$ cat config.mk
export PLATFORM = sky130hd
export DESIGN_NAME = mpwl_ctrl
export DESIGN_NICKNAME = d
export VERILOG_FILES = /design/src/rtl/core/mpwl_pkg.sv /design/src/rtl/core/mpwl_ctrl.sv
export SDC_FILE = /design/constraint.sdc
export NUM_CORES = 1
export LEC_CHECK = 0
export BUFFER_PORTS_ARGS = -buffer_cell sky130_fd_sc_hd__buf_2
export CAP_MARGIN = 25
export CORE_AREA = 2 2 39 41
export CTS_CLUSTER_DIAMETER = 60
export DETAILED_ROUTE_END_ITERATION = 12
export DIE_AREA = 0 0 41 43
export HOLD_SLACK_MARGIN = 0.03
export PLACE_DENSITY_LB_ADDON = 0.12
export SYNTH_ARGS = -nofsm -noshare
export SYNTH_HDL_FRONTEND = slang
export SYNTH_SLANG_ARGS = --single-unit
$ cat constraint.sdc
create_clock -name clock -period 1.26 [get_ports clock]
set_input_delay 0.315 -clock clock [delete_from_list [all_inputs] [get_ports clock]]
set_output_delay 0.315 -clock clock [all_outputs]
set_load 0.01 [all_outputs]
$ cat src/rtl/core/mpwl_pkg.sv
package mpwl_pkg;

   localparam int MAX_ROW_PIXELS_DEF = 4096;
   localparam int MAX_BOX_HALF_DEF   = 64;

   localparam int PIX_W   = 16;
   localparam int CHAN_W  = 8;
   localparam int RL_W    = 13;
   localparam int BOX_W   = 8;
   localparam int IDX_W   = 3;
   localparam int CSR_W   = 16;
   localparam int NUM_W   = PIX_W + CHAN_W;
   localparam int QCNT_W  = 3;

   localparam logic [PIX_W-1:0]  PIX_SAT   = 16'hFFFF;
   localparam logic [CHAN_W-1:0] CHAN_FULL = 8'hFF;

   typedef enum logic [IDX_W-1:0] {
      CSR_ROW_LENGTH  = 3'd0,
      CSR_FRAME_ROWS  = 3'd1,
      CSR_BOX_WIDTH   = 3'd2,
      CSR_BOX_HEIGHT  = 3'd3,
      CSR_WINDOW_LOW  = 3'd4,
      CSR_WINDOW_HIGH = 3'd5
   } csr_index_type;

   typedef struct packed {
      logic accept;
      logic merge;
      logic win;
      logic div_step;
      logic load;
   } cmd_type;

   typedef struct packed {
      logic col_end;
      logic emit;
      logic need_div;
      logic div_last;
      logic out_free;
   } stat_type;

endpackage

$ cat src/rtl/core/mpwl_ctrl.sv
module mpwl_ctrl (
   input  logic               clock,
   input  logic               reset,
   input  logic               req_tvalid,
   output logic               req_tready,
   input  mpwl_pkg::stat_type stat,
   output mpwl_pkg::cmd_type  cmd
);
   import mpwl_pkg::*;

   typedef enum logic [4:0] {
      ST_IDLE  = 5'b00001,
      ST_MERGE = 5'b00010,
      ST_WIN   = 5'b00100,
      ST_DIV   = 5'b01000,
      ST_FIN   = 5'b10000
   } state_type;

   state_type state_ff, state_in;

   assign req_tready = (state_ff == ST_IDLE);

   always_comb begin
      cmd      = '0;
      state_in = state_ff;
      unique case (state_ff)
         ST_IDLE: begin
            if (req_tvalid) begin
               cmd.accept = 1'b1;
               if (stat.col_end) state_in = ST_MERGE;
            end
         end
         ST_MERGE: begin
            cmd.merge = 1'b1;
            state_in  = stat.emit ? ST_WIN : ST_IDLE;
         end
         ST_WIN: begin
            cmd.win  = 1'b1;
            state_in = stat.need_div ? ST_DIV : ST_FIN;
         end
         ST_DIV: begin
            cmd.div_step = 1'b1;
            if (stat.div_last) state_in = ST_FIN;
         end
         ST_FIN: begin
            if (stat.out_free) begin
               cmd.load = 1'b1;
               state_in = ST_IDLE;
            end
         end
         default: state_in = ST_IDLE;
      endcase
   end

   always_ff @(posedge clock) begin
      if (reset) state_ff <= ST_IDLE;
      else       state_ff <= state_in;
   end

   a_short_pixel: assert property (@(posedge clock) disable iff (reset)
      (state_ff == ST_IDLE && req_tvalid && !stat.col_end) |=> state_ff == ST_IDLE)
      else $error("pixel without box end left idle");
   a_div_exit: assert property (@(posedge clock) disable iff (reset)
      (state_ff == ST_DIV && stat.div_last) |=> state_ff == ST_FIN)
      else $error("divider finish not followed by output");
   a_no_emit: assert property (@(posedge clock) disable iff (reset)
      (state_ff == ST_MERGE && !stat.emit) |=> state_ff == ST_IDLE)
      else $error("merge without result did not return");
endmodule

Yosys cells after proc, flatten, opt, wreduce, memory -nomap -nowiden --
Index checks and enable logic that the tools add are counted.
Storage, ports and cells: input port bits 8, logic and storage cells 25, bits in registers 5
Cells by class: equal/unequal tests 9, reduce and logical (&&, ||, !) cells 1, multiplexer cells 14
Operators with widths (count):
- $mux W5 | 5
- $pmux W5 S5 | 1
- $mux W1 | 7
- $ne A2 B2 Y1 const B | 3
- $eq A5 B1 Y1 const B | 1
- $eq A5 B2 Y1 const B | 1
- $eq A5 B3 Y1 const B | 1
- $eq A5 B4 Y1 const B | 1
- $eq A5 B5 Y1 const B | 1
- $reduce_and A4 Y1 | 1
- $mux W3 | 1
- $ne A2 B1 Y1 const B | 1

Depth between registers and ports, before layout --
depth in word-level cells 3, depth in mapped cells 5

Worst setup path before layout --
OpenSTA, ideal clock, no wires.
path type reg-to-output, from register state_ff[1], to output port cmd[4] (netlist name), slack -0.305 ns, stages on the path, launching flop included 4, data arrival time 1.250 ns, cells stage by stage dfxtp_1 -> or3_4 -> nor3b_2 -> and2_1
RTL lines:
- start, declared | line mpwl_ctrl.sv:19 | state_type state_ff, state_in;
- start signal, assigned | line mpwl_ctrl.sv:57 | else state_ff <= state_in;
- end, declared | line mpwl_ctrl.sv:7 | output mpwl_pkg::cmd_type cmd

==> flow_metrics.env <==
export IMPL_tritoncts="yes"
export IMPL_clockBufferDepth=2
export IMPL_reg_largest_list="state_ff: 5 flops"
export IMPL_peakVddDrop_uv=451
export IMPL_crit_type="reg -> out"
export IMPL_rsz0062_at_grt="yes"
export IMPL_syn_nets=49
export IMPL_io_buffer_count=13
export IMPL_insertion_delay_ns=0.24
export IMPL_grt_max_degree=9
export IMPL_chipHeight_um=43
export IMPL_clock_root_buffer="clkbuf_4"
export IMPL_critical_path_slowest_cell="or3_4"
export IMPL_die_w_um=41
export IMPL_setup_worst_path_start_class="register"
export IMPL_slew_limit_headroom=0.794
export IMPL_hpwlAfterDp_um=739
export IMPL_synth_top_flop_cell="dfxtp_1"
export IMPL_initial_core_util=0.247
export IMPL_postSynthCellCount=41
export IMPL_grt_pass1_wl_um=1590
export IMPL_end_kind="primary output"
export IMPL_rows=14
export IMPL_critical_path_required_ns=0.94
export IMPL_leakage_nw=0.260
export IMPL_largest_register_ffs=5
export IMPL_top_register="state_ff"
export IMPL_synth_top_area_frac=0.293
export IMPL_drc_errors=0
export IMPL_synth_largest_area_cell="dfxtp_1"
export IMPL_final_design_area_no_fill_um2=587
export IMPL_avgViaCountPerCell=4.60
export IMPL_drt_iter0_drc=1
export IMPL_drv_cap=0
export IMPL_avgRoutedWirePerCell_um=11.5
export IMPL_grt_overflow_total=0
export IMPL_syn_area_per_cell_um2=8.33
export IMPL_max_stage_delay_ns=0.39
export IMPL_async_reset_ff_frac=0
export IMPL_cts_hold_buf=0
export IMPL_post_route_period_util=1.37
export IMPL_first_pass_iters=4
export IMPL_fin_skew_ns=0.00161
export IMPL_syn_area_um2=342
export IMPL_nets=77
export IMPL_cts_sinks=5
export IMPL_setup_ws_ns=-0.466
export IMPL_powerDensity_nw_per_um2=1220
export IMPL_timing_final_crit_period_ns=1.73
export IMPL_tightest_slew_ns=0.309
export IMPL_path_clk_slew_ns=0.04
export IMPL_cts_made_buffers=3
export IMPL_yosys_top_cells_count="dfxtp_1, nor2_1, a21oi_1"
export IMPL_maxSlewViolCount=0
export IMPL_post_route_cells_drive_above_1_share=0.618
export IMPL_grt_total_usage=0.144
export IMPL_cp_max_fo=3
export IMPL_coreArea_um2=1380
export IMPL_ys_seq_area_frac=0.293
export IMPL_netlist_top_cells_area="dfxtp_1, nor3b_2, nor2_1, a21oi_1, a221oi_2"
export IMPL_violations="negative setup slack"
export IMPL_via_count=386
export IMPL_die_area_um2=1760
export IMPL_dp_cells=80
export IMPL_routed_wl_um=965
export IMPL_synth_edff_count=0
export IMPL_hold_class="in -> reg"
export IMPL_fillCellCount=157
export IMPL_ys_ff_latch=5
export IMPL_setup_viol=7
export IMPL_n_antenna_cell=0
export IMPL_dpl_cell_area_um2=509
export IMPL_num_io_pins=14
export IMPL_area_growth_pct=71.8
export IMPL_ys_warn_count=0
export IMPL_h_tree_depth=1
export IMPL_grt_pass1_vias=381
export IMPL_arrival_ns=1.41
export IMPL_status="complete, but fails checks"
export IMPL_path_cells="or3_4 -> nor3b_4 -> and2_4 -> buf_6"
export IMPL_fmax_mhz=579
export IMPL_yosysUniqueCellTypes=26
export IMPL_hold_violations=0
export IMPL_gp_congestion=0.664
export IMPL_antenna_found_initial=0
export IMPL_detail_route_antenna_nets=0
export IMPL_final_cell_count_no_fill=84
==> path summary, 6_finish.rpt <==
kind	start	to	slack, ns	cells after the start
worst min register to register	state_ff[4]	state_ff[0]	0.67	2
worst max register to register	state_ff[1]	state_ff[4]	-0.13	4
worst min-delay path	reset	state_ff[1]	0.32	2
worst max-delay path	state_ff[1]	cmd[4]	-0.47	4
==> per-stage QoR <==
| step | hold WS (ns) | setup WS [ns] | power [W] | util | TNS [ns] |
|---|---|---|---|---|---|
| after floorplan | 0.378 | -0.263 | 0.000375 | - | -0.431 |
| after global placement | 0.572 | -0.239 | 0.000493 | 0.368 | -0.791 |
| after detailed placement | 0.564 | -0.243 | 0.000490 | 0.368 | -0.791 |
| after CTS | 0.305 | -0.484 | 0.000720 | 0.415 | -2.35 |
| after global routing | 0.316 | -0.517 | 0.000774 | 0.424 | -2.68 |
| final | 0.318 | -0.466 | 0.000714 | 0.424 | -2.12 |
==> metal layers <==
| layer | up-vias | track usage | routed length, um |
|---|---|---|---|
| li1 | 204 | - | - |
| met1 | 167 | 0.146 | 403 |
| met2 | 13 | 0.219 | 507 |
| met3 | 2 | 0.0366 | 41 |
| met4 | 0 | 0.140 | 12 |
| met5 | - | 0 | 0 |
==> cell families (layout without fill, tap and decap cells) <==
logic type             Yosys count  after routing  share of synthesized area
XOR/XNOR                         1              1                     0.0256
AND/OR/NAND/NOR                 23             23                      0.447
buffers and inverters            3             30                     0.0550
flip-flops                       5              5                      0.293
AO/OA/AOI/OAI                    9              9                      0.179
==> cell type report <==
class,count,area (um^2),share of cell area
sequential,5,104,0.177
tap,16,20.0,0.0341
timing repair buffer,24,158,0.269
multi-input combinational,33,272,0.463
clock buffer,4,26.3,0.0448
inverter,2,7.51,0.0128
==> placed cells by master, fill, tap and decap left out, types with 2 or more instances in the layout <==
| cell | n |
|---|---|
| dfxtp_1 | 2 |
| buf_2 | 12 |
| dfxtp_2 | 3 |
| inv_1 | 2 |
| nor2_1 | 4 |
| clkbuf_4 | 3 |
| nand2_1 | 2 |
| a21oi_1 | 2 |
| buf_4 | 10 |
| buf_6 | 2 |
==> power breakdown <==
| part | total (W) | leakage [nW] | switching (W) | internal (W) |
|---|---|---|---|---|
| registers | 0.000220 | 0.0415 | 0.0000411 | 0.000179 |
| logic | 0.000304 | 0.204 | 0.000124 | 0.000180 |
| clock network | 0.000189 | 0.0150 | 0.0000695 | 0.000120 |
==> critical path: cells and delay by family (launching register included) <==
kind | cells | cell delay (ns)
buf+inv | 1 | 0.09
flops | 1 | 0.31
simple gates | 3 | 0.77
==> what timing repair did <==
item / CTS / global route
gates resized for setup: 7 / 4
buffers inserted: 1 / 0
pin swaps: 4 / 1
setup endpoints to repair: 9 / 10
Power figures use the tool's default switching activity.
